<file path="src/hw/rtl/fcr_pkg.sv">
// Shared types and constants of the float constant recognizer.
// No dependencies.
package fcr_pkg;

  typedef enum logic [7:0] {
    PH_START   = 8'b0000_0001,
    PH_INT     = 8'b0000_0010,
    PH_FRAC    = 8'b0000_0100,
    PH_EXP     = 8'b0000_1000,
    PH_EXPSIGN = 8'b0001_0000,
    PH_EXPDIG  = 8'b0010_0000,
    PH_SUFFIX  = 8'b0100_0000,
    PH_ERROR   = 8'b1000_0000
  } phase_t;

  typedef enum logic [1:0] {
    V_CONT  = 2'd0,
    V_MATCH = 2'd1,
    V_ERROR = 2'd2
  } verdict_t;

  localparam int MANT_W = 5;
  localparam int EXP_W  = 3;

  typedef struct packed {
    phase_t            phase;
    logic [MANT_W-1:0] mcount;
    logic [EXP_W-1:0]  ecount;
  } parse_st_t;

  localparam logic [1:0] REG_MAX_MANT = 2'd0;
  localparam logic [1:0] REG_MAX_EXP  = 2'd1;

  localparam logic [MANT_W-1:0] MAX_MANT_RST = 5'd16;
  localparam logic [EXP_W-1:0]  MAX_EXP_RST  = 3'd3;

  localparam parse_st_t PARSE_ST_RST = '{phase: PH_START, mcount: '0, ecount: '0};

endpackage

</file>
<file path="src/hw/rtl/float_constant_recognizer_unit.sv">
// Float constant recognizer: an input stage register and a result stage register lie between input
// request and result request; throughput one character per cycle, stalls only on out_tready low.
// rst_n is synchronous, active low: clears both pipeline valids, returns the parser
// to the start phase and reloads the limits (16 mantissa, 3 exponent digits).
// The parse state register closes a loop through the combinational fcr_step.
// Depends on fcr_pkg and fcr_step.
module float_constant_recognizer_unit (
  input  logic       clk,
  input  logic       rst_n,
  // input stream
  input  logic       in_tvalid,
  output logic       in_tready,
  input  logic [7:0] in_tdata,   // [7:0] char_code
  input  logic       in_tuser,   // [0] first_char
  // result stream
  output logic       out_tvalid,
  input  logic       out_tready,
  output logic [7:0] out_tdata,  // [1:0] verdict, [7:2] zero
  // register writes
  input  logic       cfg_we,
  input  logic [1:0] cfg_index,
  input  logic [4:0] cfg_wdata
);
  import fcr_pkg::*;

  // limit registers
  logic [MANT_W-1:0] max_mant_r;
  logic [EXP_W-1:0]  max_exp_r;

  // input stage
  logic       s1_v_r;
  logic [7:0] s1_char_r;
  logic       s1_first_r;

  // result stage
  logic     out_v_r;
  verdict_t out_verdict_r;

  // parser state, updated when the input stage moves to the result stage
  parse_st_t st_r;
  parse_st_t st_nxt;
  verdict_t  verdict_nxt;

  logic out_free;
  logic s1_move;
  logic in_take;

  assign out_free  = !out_v_r || out_tready;
  assign s1_move   = s1_v_r && out_free;
  assign in_tready = !s1_v_r || out_free;
  assign in_take   = in_tvalid && in_tready;

  fcr_step u_step (
    .cur_st     (st_r),
    .first_char (s1_first_r),
    .char_code  (s1_char_r),
    .max_mant   (max_mant_r),
    .max_exp    (max_exp_r),
    .nxt_st     (st_nxt),
    .verdict    (verdict_nxt)
  );

  // control state
  always_ff @(posedge clk) begin
    if (!rst_n) begin
      s1_v_r     <= 1'b0;
      out_v_r    <= 1'b0;
      st_r       <= PARSE_ST_RST;
      max_mant_r <= MAX_MANT_RST;
      max_exp_r  <= MAX_EXP_RST;
    end else begin
      if (in_take) begin
        s1_v_r <= 1'b1;
      end else if (s1_move) begin
        s1_v_r <= 1'b0;
      end
      if (s1_move) begin
        out_v_r <= 1'b1;
        st_r    <= st_nxt;
      end else if (out_tready) begin
        out_v_r <= 1'b0;
      end
      if (cfg_we) begin
        unique case (cfg_index)
          REG_MAX_MANT: max_mant_r <= cfg_wdata[MANT_W-1:0];
          REG_MAX_EXP:  max_exp_r  <= cfg_wdata[EXP_W-1:0];
          default: ;  // unused indexes are dropped
        endcase
      end
    end
  end

  // payload
  always_ff @(posedge clk) begin
    if (in_take) begin
      s1_char_r  <= in_tdata;
      s1_first_r <= in_tuser;
    end
    if (s1_move) begin
      out_verdict_r <= verdict_nxt;
    end
  end

  assign out_tvalid = out_v_r;
  assign out_tdata  = {6'b0, out_verdict_r};

endmodule

</file>
<file path="src/hw/rtl/fcr_step.sv">
// One parser step: character class, next parse state and verdict.
// Depends on fcr_pkg.
module fcr_step (
  input  fcr_pkg::parse_st_t        cur_st,
  input  logic                      first_char,
  input  logic [7:0]                char_code,
  input  logic [fcr_pkg::MANT_W-1:0] max_mant,
  input  logic [fcr_pkg::EXP_W-1:0]  max_exp,
  output fcr_pkg::parse_st_t        nxt_st,
  output fcr_pkg::verdict_t         verdict
);
  import fcr_pkg::*;

  typedef enum logic [2:0] {
    K_OTHER  = 3'd0,
    K_DIGIT  = 3'd1,
    K_DOT    = 3'd2,
    K_SIGN   = 3'd3,
    K_EXP    = 3'd4,
    K_SUFFIX = 3'd5
  } kind_t;

  function automatic kind_t char_kind(input logic [7:0] c);
    kind_t k;
    k = K_OTHER;
    if (c >= 8'h30 && c <= 8'h39) k = K_DIGIT;
    else if (c == 8'h2E) k = K_DOT;
    else if (c == 8'h2B || c == 8'h2D) k = K_SIGN;
    else if (c == 8'h65 || c == 8'h45) k = K_EXP;
    else if (c == 8'h66 || c == 8'h46 || c == 8'h6C || c == 8'h4C) k = K_SUFFIX;
    return k;
  endfunction

  parse_st_t base;
  kind_t     kind;
  phase_t    act_phase;
  logic      m_ok, e_ok, m_any;

  always_comb begin
    base      = first_char ? PARSE_ST_RST : cur_st;
    kind      = char_kind(char_code);
    m_ok      = base.mcount < max_mant;
    e_ok      = base.ecount < max_exp;
    m_any     = base.mcount != '0;
    // a start phase without a sign falls straight into the integer part
    act_phase = (base.phase == PH_START && kind != K_SIGN) ? PH_INT : base.phase;

    nxt_st       = base;
    nxt_st.phase = PH_ERROR;
    verdict      = V_ERROR;

    unique case (act_phase)
      PH_START: begin
        nxt_st.phase = PH_INT;
        verdict      = V_CONT;
      end
      PH_INT: begin
        if (kind == K_DIGIT && m_ok) begin
          nxt_st.phase  = PH_INT;
          nxt_st.mcount = base.mcount + 1'b1;
          verdict       = V_CONT;
        end else if (kind == K_DOT) begin
          nxt_st.phase = PH_FRAC;
          verdict      = m_any ? V_MATCH : V_CONT;
        end else if (kind == K_EXP && m_any) begin
          nxt_st.phase = PH_EXP;
          verdict      = V_CONT;
        end
      end
      PH_FRAC: begin
        if (kind == K_DIGIT && m_ok) begin
          nxt_st.phase  = PH_FRAC;
          nxt_st.mcount = base.mcount + 1'b1;
          verdict       = V_MATCH;
        end else if (kind == K_EXP && m_any) begin
          nxt_st.phase = PH_EXP;
          verdict      = V_CONT;
        end else if (kind == K_SUFFIX && m_any) begin
          nxt_st.phase = PH_SUFFIX;
          verdict      = V_MATCH;
        end
      end
      PH_EXP: begin
        if (kind == K_SIGN) begin
          nxt_st.phase = PH_EXPSIGN;
          verdict      = V_CONT;
        end else if (kind == K_DIGIT && e_ok) begin
          nxt_st.phase  = PH_EXPDIG;
          nxt_st.ecount = base.ecount + 1'b1;
          verdict       = V_MATCH;
        end
      end
      PH_EXPSIGN, PH_EXPDIG: begin
        if (kind == K_DIGIT && e_ok) begin
          nxt_st.phase  = PH_EXPDIG;
          nxt_st.ecount = base.ecount + 1'b1;
          verdict       = V_MATCH;
        end else if (kind == K_SUFFIX && act_phase == PH_EXPDIG) begin
          nxt_st.phase = PH_SUFFIX;
          verdict      = V_MATCH;
        end
      end
      default: begin
        // after a suffix or in error: stays in error
        nxt_st.phase = PH_ERROR;
        verdict      = V_ERROR;
      end
    endcase
  end

endmodule

</file>
<file path="config.mk">
export PLATFORM = sky130hd
export DESIGN_NAME = float_constant_recognizer_unit
export DESIGN_NICKNAME = d
export VERILOG_FILES = /design/src/hw/rtl/fcr_pkg.sv /design/src/hw/rtl/float_constant_recognizer_unit.sv /design/src/hw/rtl/fcr_step.sv
export SDC_FILE = /design/constraint.sdc
export NUM_CORES = 1
export LEC_CHECK = 0
export ABC_AREA = 1
export BUFFER_PORTS_ARGS = -buffer_cell sky130_fd_sc_hd__buf_4
export CORE_MARGIN = 5
export CORE_UTILIZATION = 30
export DETAILED_ROUTE_END_ITERATION = 16
export SYNTH_ARGS = -nofsm -noshare
export SYNTH_HDL_FRONTEND = slang
export SYNTH_SLANG_ARGS = --single-unit
</file>
<file path="constraint.sdc">
create_clock -name clk -period 2.95 [get_ports clk]
set_input_delay 0.1475 -clock clk [delete_from_list [all_inputs] [get_ports clk]]
set_output_delay 0.1475 -clock clk [all_outputs]
set_load 0.02 [all_outputs]
</file>
# Word level (Yosys, flattened, before mapping)
# Index checks and enable logic that the tools add are counted.
[totals]
regBits = 37
elab_cells = 104
[op_classes]
n_addsub = 2
order_cmp = 4
n_eq_ne = 23
muxes = 39
reduce_logical = 26
[op_table]
columns = ["op", "n"]
rows = [
  ["$mux W8", 11],
  ["$eq A8 B7 Y1 const B", 6],
  ["$pmux W8 S5", 1],
  ["$eq A8 B6 Y1 const B", 4],
  ["$mux W3", 7],
  ["$mux W2", 10],
  ["$eq A8 B1 Y1 const B", 2],
  ["$mux W16", 1],
  ["$mux W5", 2],
  ["$pmux W2 S5", 1],
  ["$logic_and A1 B1 Y1", 9],
  ["$eq A8 B2 Y1 const B", 1],
  ["$eq A8 B3 Y1 const B", 1],
  ["$eq A8 B4 Y1 const B", 1],
  ["$eq A8 B5 Y1 const B", 1],
  ["$ge A8 B6 Y1 const B", 1],
  ["$le A8 B6 Y1 const B", 1],
  ["$logic_or A1 B1 Y1", 7],
  ["$eq A3 B2 Y1 const B", 2],
  ["$eq A3 B3 Y1 const B", 2],
  ["$pmux W3 S2", 1],
  ["$add A5 B1 Y5 const B", 1],
  ["$lt A5 B5 Y1", 1],
  ["$mux W1", 5],
  ["other kinds (11)", 15],
]

# Logic depth before layout (Yosys ltp)
# Gate-level depths: netlist of the first run.
[depth]
ltp_word = 17
depth_mapped = 17
ltp_nobuf = 15

# Modules after synthesis
# From an unflattened synthesis of the first run, not the netlist that was laid out.
[unflattened]
cells_unflattened = 376
hier_area_um2 = 2601.2
[by_module_without_submodules]
columns = ["mod", "n_inst", "cells_per_inst", "area_per_inst_um2", "seq_area_each_um2"]
rows = [
  ["float_constant_recognizer_unit", 1, 182, 1562.7, 850.8],
  ["fcr_step", 1, 194, 1038.5, 0.0],
]

# Least setup slack after synthesis of the first run
# Ideal clock, no wire load.
[synth_path]
path_type = "reg-to-reg"
start = "register s1_first_r"
end = "register st_r[6] (netlist bit)"
setup_ps = 115
arrival_time_ps = 1902
required_time_ps = 2835
setup_slack_ps = 934
stages_incl_launch_ff = 17
path_buffers = 2
period_less_slack_ps = 2016
cell_sequence = "edfxtp_1 buf_6 inv_8 buf_8 nand2_2 inv_1 ha_1 nand2_1 inv_1 a21oi_1 nand3_2 inv_2 nand2_2 nand2_4 nand3_1 nand2_1 nor2_1"
[synth_via]
elab_chain_cells = 7
[synth_lines]
columns = ["item", "line", "text"]
rows = [
  ["start, declared", "float_constant_recognizer_unit.sv:33", "logic s1_first_r;"],
  ["start signal, assigned", "float_constant_recognizer_unit.sv:97", "s1_first_r <= in_tuser;"],
  ["$mux W16 (*)", "fcr_step.sv:40", "base = first_char ? PARSE_ST_RST : cur_st;"],
  ["$eq A8 B1 Y1", "fcr_step.sv:46", "act_phase = (base.phase == PH_START && kind != K_SIGN) ? PH_INT : base.phase;"],
  ["$logic_and A1 B1 Y1", "fcr_step.sv:46", ""],
  ["$mux W8", "fcr_step.sv:46", ""],
  ["$eq A8 B2 Y1 / $eq A8 B3 Y1 (equally long branches)", "fcr_step.sv:52", "unique case (act_phase)"],
  ["$reduce_or A2 Y1 (no line)", "-", ""],
  ["$mux W5 (*)", "-", ""],
  ["end signal, assigned", "float_constant_recognizer_unit.sv:79", "st_r <= st_nxt;"],
  ["end, declared", "float_constant_recognizer_unit.sv:40", "parse_st_t st_r;"],
]
# Mark *: on every way between the ends. The rest lies on a longest branch, timed or not.
# A chain may end at the register's enable or synchronous reset.

# Worst setup path after layout of the first run
[layout_path]
start = "register s1_first_r"
end = "register out_verdict_r[0] (data pin)"
[layout_via]
elab_chain_cells = 9
[layout_lines]
columns = ["item", "line", "text"]
rows = [
  ["$mux W16 (*)", "fcr_step.sv:40", ""],
  ["$eq A8 B1 Y1", "fcr_step.sv:46", ""],
  ["$logic_and A1 B1 Y1", "fcr_step.sv:46", ""],
  ["$mux W8", "fcr_step.sv:46", ""],
  ["$eq A8 B6 Y1", "fcr_step.sv:52, fcr_step.sv:98", ""],
  ["$logic_and A1 B1 Y1", "fcr_step.sv:98", "end else if (kind == K_SUFFIX && act_phase == PH_EXPDIG) begin"],
  ["$mux W2", "fcr_step.sv:98", ""],
  ["$mux W2", "fcr_step.sv:94", "if (kind == K_DIGIT && e_ok) begin"],
  ["$pmux W2 S5 (*)", "fcr_step.sv:52", ""],
  ["via u_step.verdict[0]", "fcr_step.sv:10", "output fcr_pkg::verdict_t verdict"],
  ["end signal, assigned", "float_constant_recognizer_unit.sv:100", "out_verdict_r <= verdict_nxt;"],
  ["end, declared", "float_constant_recognizer_unit.sv:37", "verdict_t out_verdict_r;"],
]
# Mark *: on every way through the listed nets, which the timed path passes. The rest lies on a longest branch.

==> parameters.txt, run 1 <==
Parameter                              Value

Synth
  Library cells used by synthesis    34
  Number of flip-flops and latches in the synthesized netlist    37
  Mapped Avg Cell Area    slightly above 7 µm²
  Post-synth top area share    22.2%
  Synthesis warning total    0
  Area of the mapped netlist    0.00235 mm²
  Number of cells produced by synthesis    332
  Area contributors post-synth    sky130_fd_sc_hd__dfxtp_1, sky130_fd_sc_hd__nand2_1, sky130_fd_sc_hd__edfxtp_1
  Share of synthesized area occupied by flip-flops and latches    a little over a third
  Cell accounting for the most synthesized area    sky130_fd_sc_hd__dfxtp_1

Layout
  Layout cell share with drive strength beyond 1    17.0%
  Number of nets in the layout    388
  Antenna fix cells    0
  Growth of design area from synthesis to finish    14.7%

Drt
  Vias after detailed routing    about 2100
  DR DRC count    0
  Routed wire length per instance    between 10 and 15 µm
  Via density per instance    about 4.6
  WL final    ~5.2 mm
  Remaining antenna violation count    0
  First DRT Iteration DRCs    ~120
  Number of iterations in the first detailed-routing pass    4

Hold path
  Hold crit path type    in -> reg

CTS
  Total setup buffers inserted after CTS    0
  Total of hold buffers inserted after clock tree synthesis    0
  CTS root buffer    sky130_fd_sc_hd__clkbuf_8
  Number of buffers created by CTS    5
  Clock tree from TritonCTS    built
  Bufs on Longest Clock Path    2
  Number of sinks handled by clock tree synthesis    37
  Latest clock arrival within the worst-skew pair    around 0.29 ns
  Post-cts gate resize count    0
  H-tree level count    2
  Clock slew at the register clock pins of the worst setup and hold paths    0.07 ns

Pwr
  Pwr Total    1.06 mW
  Power density cells    395 mW/mm²
  Internal Pwr Total    slightly below 800 µW
  Sequential share of power    between 50% and 60%
  Relative contribution of the clock network to total power    between 30% and 40%
  Leakage    1.28 nW
  VDD IR max    0.183 mV
  Combinational power share    12.7%
  Fraction of power spent switching nets    26.1%
  Switching component of the power    278 µW

Timing
  Final hold viol count    0
  Number of max-slew violations in the final report    0
  RSZ-0062 raised after global routing    no
  Portion of the clock cycle consumed by the worst path in the final layout    about four fifths
  Clock tree skew after final layout    0.00843 ns
  Total negative setup slack    0 ns
  Fmax    420 MHz
  Number of setup violations in the final report    0
  Min cycle time layout    2.38 ns

Placement
  Number of buffers added on ports    24
  Final weighted congestion in routability-driven placement    0.920
  Detailed placement HPWL    4.07 mm

Global routing
  Antenna violations before repair    0
  First-pass GRT wire length    8.91 mm
  Pin count of the biggest net entering global routing    16
  GRT Resource Usage Total    11.1%
  Grt total ovfl    0
  Vias in the first global route    2062

Critical path
  Max FO, Critical Path    15
  Setup crit end kind    register
  Nature of the critical path startpoint    register
  WS Path Type    reg -> reg
  Required @ worst endpoint    2.97 ns
  Worst EP arrival    2.40 ns

Outcome
  Status    complete, no violations

Die
  Die Height    98.4 µm
  Core area    roughly 0.0077 mm²
  Starting density of the core    30.5%
  # IOs    31
  Die area    a little under 0.01 mm²
  Std cell rows    32
  Chip Width    98.4 µm

Job
  Max-cap check violation count    0
-- per-layer routing --
layer,vias to the layer above,track usage (%),part of all wire [%]
li1,1112,-,-
met3,5,2.55,5.0
met2,46,19.4,48
met1,973,13.2,46
met5,-,0,0
met4,0,4.31,1.2
-- placed cells by master, fill, tap and decap left out --
cell type	netlist	layout
sky130_fd_sc_hd__nand2_1	91	91
sky130_fd_sc_hd__inv_1	47	47
sky130_fd_sc_hd__buf_4	6	26
sky130_fd_sc_hd__dfxtp_1	26	26
sky130_fd_sc_hd__nor2_1	25	25
sky130_fd_sc_hd__a21oi_1	24	24
sky130_fd_sc_hd__nand3_1	20	20
sky130_fd_sc_hd__o21ai_0	13	13
sky130_fd_sc_hd__edfxtp_1	11	11
sky130_fd_sc_hd__nand4_1	10	10
sky130_fd_sc_hd__ha_1	9	9
sky130_fd_sc_hd__nand2_2	8	8
sky130_fd_sc_hd__conb_1	1	6
sky130_fd_sc_hd__clkbuf_8	0	6
sky130_fd_sc_hd__nand3_2	5	5
sky130_fd_sc_hd__o211ai_1	5	5
sky130_fd_sc_hd__o21ai_2	4	4
sky130_fd_sc_hd__nor3_1	3	3
sky130_fd_sc_hd__nand2_4	3	3
sky130_fd_sc_hd__inv_2	3	3
sky130_fd_sc_hd__nor2_2	2	2
sky130_fd_sc_hd__clkbuf_1	3	2
sky130_fd_sc_hd__clkinv_1	1	1
sky130_fd_sc_hd__inv_8	1	1
sky130_fd_sc_hd__nor3_2	1	1
sky130_fd_sc_hd__nor2_4	1	1
sky130_fd_sc_hd__nor3b_1	1	1
sky130_fd_sc_hd__nand4_2	1	1
sky130_fd_sc_hd__o2111ai_1	1	1
sky130_fd_sc_hd__and2_1	1	1
sky130_fd_sc_hd__xnor2_1	1	1
sky130_fd_sc_hd__a31oi_1	1	1
-- power by group through the flow --
stage / Clock [mW] / Sequential (mW) / Combinational, mW
after floorplan: 0 / 0.567 / 0.0963
after global placement: 0 / 0.569 / 0.132
after detailed placement: 0 / 0.570 / 0.135
after CTS: 0.379 / 0.558 / 0.135
after global routing: 0.406 / 0.561 / 0.151
final: 0.369 / 0.558 / 0.135
-- path summary, 6_finish.rpt --
kind | startpoint | depth (start not counted) | end | slack [ns]
hold reg to reg | max_mant_r[1] | 2 | max_mant_r[1] | 0.46
setup / recovery | s1_first_r | 11 | out_verdict_r[0] | 0.57
hold / removal | in_tdata[0] | 1 | s1_char_r[0] | 0.03
setup reg to reg | s1_first_r | 11 | out_verdict_r[0] | 0.57
-- logic make-up (layout without fill, tap and decap cells) --
group	Yosys count	in the layout	synth area share, %
and+or+nand+nor	172	172	34.4
buffers and inverters	64	86	12.4
AOI/OAI and AO/OA	48	48	11.6
DFF	37	37	36.3
adders and majority gates	9	9	4.80
other	1	6	0.160
xor gates and xnor gates	1	1	0.373
-- per-stage QoR --
stage | cell area, µm² | utilization (%) | hold slack, ns | instances | setup WS [ns]
2_1_floorplan | 2360 | - | 0.246 | 337 | 0.934
3_3_place_gp | 2600 | 33.8 | 0.325 | 453 | 0.686
3_5_place_dp | 2600 | 33.8 | 0.327 | 453 | 0.605
4_1_cts | 2690 | 35.0 | 0.0240 | 461 | 0.604
5_1_grt | 2690 | 35.0 | 0.0177 | 461 | 0.395
6_report | 2690 | 35.0 | 0.0272 | 461 | 0.567
-- sequential cells by signal, summed over array words and instances, names as in the netlist --
signal / count
max_mant_r: 5
s1_char_r: 8
out_tvalid: 1
max_exp_r: 3
st_r: 16
s1_first_r: 1
out_verdict_r: 2
s1_v_r: 1
-- synthesized netlist by cell type (all sizes together) --
cell type,instances
nor3,4
dfxtp,26
nor2,28
edfxtp,11
nor3b,1
a21oi,24
a31oi,1
and2,1
clkbuf,3
o21ai,17
nand4,11
clkinv,1
inv,51
nand2,102
ha,9
conb,1
xnor2,1
nand3,25
o211ai,5
buf,9
o2111ai,1
-- worst max-delay path: stages, from the launching register on --
cell and delay (ns):
sky130_fd_sc_hd__edfxtp_1 0.63, sky130_fd_sc_hd__inv_8 0.12, sky130_fd_sc_hd__nand2_2 0.11, sky130_fd_sc_hd__inv_1 0.08, sky130_fd_sc_hd__ha_1 0.30, sky130_fd_sc_hd__nand2_1 0.07
sky130_fd_sc_hd__nor2_1 0.10, sky130_fd_sc_hd__nand2_1 0.08, sky130_fd_sc_hd__nand3_2 0.14, sky130_fd_sc_hd__inv_2 0.08, sky130_fd_sc_hd__o21ai_0 0.22, sky130_fd_sc_hd__o2111ai_1 0.17
-- cell type report --
type                    instances  area (µm²)
flip-flops and latches         37         851
repair buffers                 26         195
clock buffers                   8        90.1
fillers                       836        5000
well taps                     102         128
inverters                      52         203
multi-input cells             236        1220
Note: power is estimated with default switching activity, not from simulation.
==> inputs of run 2 (changes only) <==
- clock period: 2.95 -> 2 ns (I/O delays scaled with it)
==> run 2 against run 1 <==
- power rose by 49%
- critical path depth stayed put
- worst setup slack got worse by 0.55 ns
- non-clock buffer count grew 29
- largest cell class unchanged
- largest power group unchanged
==> parameters.txt, run 2 (same netlist as run 1, synthesis figures left out) <==
Parameter                              Value

Drt
  Remaining antenna violation count    0
  WL final    approximately 5.7 mm
  Number of iterations in the first detailed-routing pass    4
  DR DRC count    0
  Via density per instance    around 4.6
  Vias after detailed routing    2251
  Routed wire length per instance    11.6 µm
  First DRT Iteration DRCs    93

Layout
  Filler-free cell count of the finished design    490
  Register with the highest flop count    st_r
  Layout cell share with drive strength beyond 1    27.3%
  Number of nets in the layout    approximately 420
  Biggest registers after layout    st_r (16), s1_char_r (8), max_mant_r (5)
  Most frequent standard cell in the layout excluding fill and tap cells    sky130_fd_sc_hd__nand2_1
  Leading cell types in the layout, fill and taps excluded    sky130_fd_sc_hd__nand2_1, sky130_fd_sc_hd__inv_1, sky130_fd_sc_hd__buf_4
  Finished Core Util    between 30% and 40%
  Growth of design area from synthesis to finish    30.2%
  Antenna fix cells    0
  Flip-flop count of the largest register, all copies and words added    16

Global routing
  Antenna violations before repair    0
  First-pass GRT wire length    9.33 mm
  Grt total ovfl    0
  Vias in the first global route    around 2200
  Pin count of the biggest net entering global routing    16
  GRT Resource Usage Total    11.7%

Critical path
  Worst EP arrival    about 2.2 ns
  Nature of the critical path startpoint    register
  Setup crit end kind    register
  Max FO, Critical Path    5
  Required @ worst endpoint    2.19 ns
  WS Path Type    reg -> reg

Outcome
  Status    complete, no violations

Hold path
  Hold crit path type    in -> reg

CTS
  Latest clock arrival within the worst-skew pair    0.30 ns
  Clock slew at the register clock pins of the worst setup and hold paths    0.07 ns
  H-tree level count    2
  Bufs on Longest Clock Path    2
  CTS root buffer    sky130_fd_sc_hd__clkbuf_8
  Number of sinks handled by clock tree synthesis    37
  Clock tree from TritonCTS    built
  Number of buffers created by CTS    5

Die
  Chip Width    98.4 µm
  Die area    between 0.009 and 0.01 mm²
  Starting density of the core    30.5%
  # IOs    31
  Die Height    about 98 µm
  Core area    0.00769 mm²
  Std cell rows    32

Timing
  Clock tree skew after final layout    ~0.0087 ns
  Setup WS post-layout    roughly 0.013 ns
  RSZ-0062 raised after global routing    yes
  Fmax    503 MHz
  Number of max-slew violations in the final report    0
  Portion of the clock cycle consumed by the worst path in the final layout    99.4%
  Total negative setup slack    0 ns
  Number of setup violations in the final report    0
  Final hold viol count    0
  Min cycle time layout    1.99 ns

Pwr
  Leakage    between 1 and 1.5 nW
  Power density cells    519 mW/mm²
  VDD IR max    0.302 mV

Placement
  Setup Slack @ Placement    -0.0458 ns
  Detailed placement HPWL    4.32 mm
  Count of placed standard cells including taps    approximately 470
  Final weighted congestion in routability-driven placement    0.862
  Number of buffers added on ports    24

Job
  Max-cap check violation count    0
==> run 2: cell types whose count changed in the layout (fill, tap and decap cells not counted), moves of 5 or more <==
cell                            before  now
sky130_fd_sc_hd__buf_4              26   44
sky130_fd_sc_hd__dlygate4sd3_1       0    9
sky130_fd_sc_hd__nand2_1            91   83
sky130_fd_sc_hd__nand2_2             8   14
sky130_fd_sc_hd__nor2_1             25   20
sky130_fd_sc_hd__nor2_2              2    7
==> run 2: final timing paths <==
check                     start       endpoint  slack [ns]  cells past startpoint
hold / removal     cfg_wdata[4]  max_mant_r[4]        0.03                      3
hold reg to reg   max_mant_r[1]  max_mant_r[1]        0.47                      2
setup reg to reg     s1_first_r        st_r[2]        0.01                     11
setup / recovery     s1_first_r        st_r[2]        0.01                     11
==> run 2: metrics by stage <==
stage | total power, mW | instance area (µm²) | hold slack (ns)
floorplan | 0.979 | 2370 | 0.199
finish | 1.58 | 3060 | 0.0303
CTS | 1.58 | 2890 | 0.0261
global route | 1.67 | 3060 | 0.0349
detailed placement | 1.05 | 2690 | 0.279
global placement | 1.04 | 2690 | 0.278
==> run 2: worst max-delay path, cell delays in order, from the launching register on <==
cell	delay (ns)
sky130_fd_sc_hd__edfxtp_1	0.53
sky130_fd_sc_hd__buf_6	0.18
sky130_fd_sc_hd__nor2_2	0.17
sky130_fd_sc_hd__ha_4	0.23
sky130_fd_sc_hd__a21oi_2	0.15
sky130_fd_sc_hd__nand3_2	0.13
sky130_fd_sc_hd__inv_2	0.13
sky130_fd_sc_hd__nand2_1	0.07
sky130_fd_sc_hd__o211ai_1	0.09
sky130_fd_sc_hd__nand3_1	0.09
sky130_fd_sc_hd__nand2_1	0.07
sky130_fd_sc_hd__inv_1	0.04
==> run 2: layer usage <==
layer	track usage, %	up-vias	part of all wire [%]
met1	13.5	1023	44
met5	0	-	0
li1	-	1169	-
met2	20.6	43	49
met3	2.55	16	3.7
met4	5.46	0	2.8
==> run 2: cell type report <==
| cell class | instances | area [µm²] |
|---|---|---|
| flip-flops and latches | 37 | 851 |
| fillers | 792 | 4630 |
| clock buffers | 5 | 68.8 |
| inverters | 52 | 205 |
| repair buffers | 55 | 452 |
| well taps | 102 | 128 |
| multi-input cells | 236 | 1330 |
| clock inverters | 3 | 17.5 |
==> run 2: report_power, final <==
group | switching, mW | total [mW] | internal (mW)
clock | 0.278 | 0.518 | 0.240
sequential | 0.0185 | 0.822 | 0.803
combinational | 0.141 | 0.245 | 0.104
==> run 2: what timing repair did <==
| action | CTS | global route |
|---|---|---|
| endpoints found under the setup margin | 6 | 14 |
| gates resized for setup | 5 | 29 |
| hold buffers | 9 | 0 |
| buffers inserted | 1 | 7 |
| endpoints found under the hold margin | 9 | 0 |
| pin swaps | 2 | 14 |
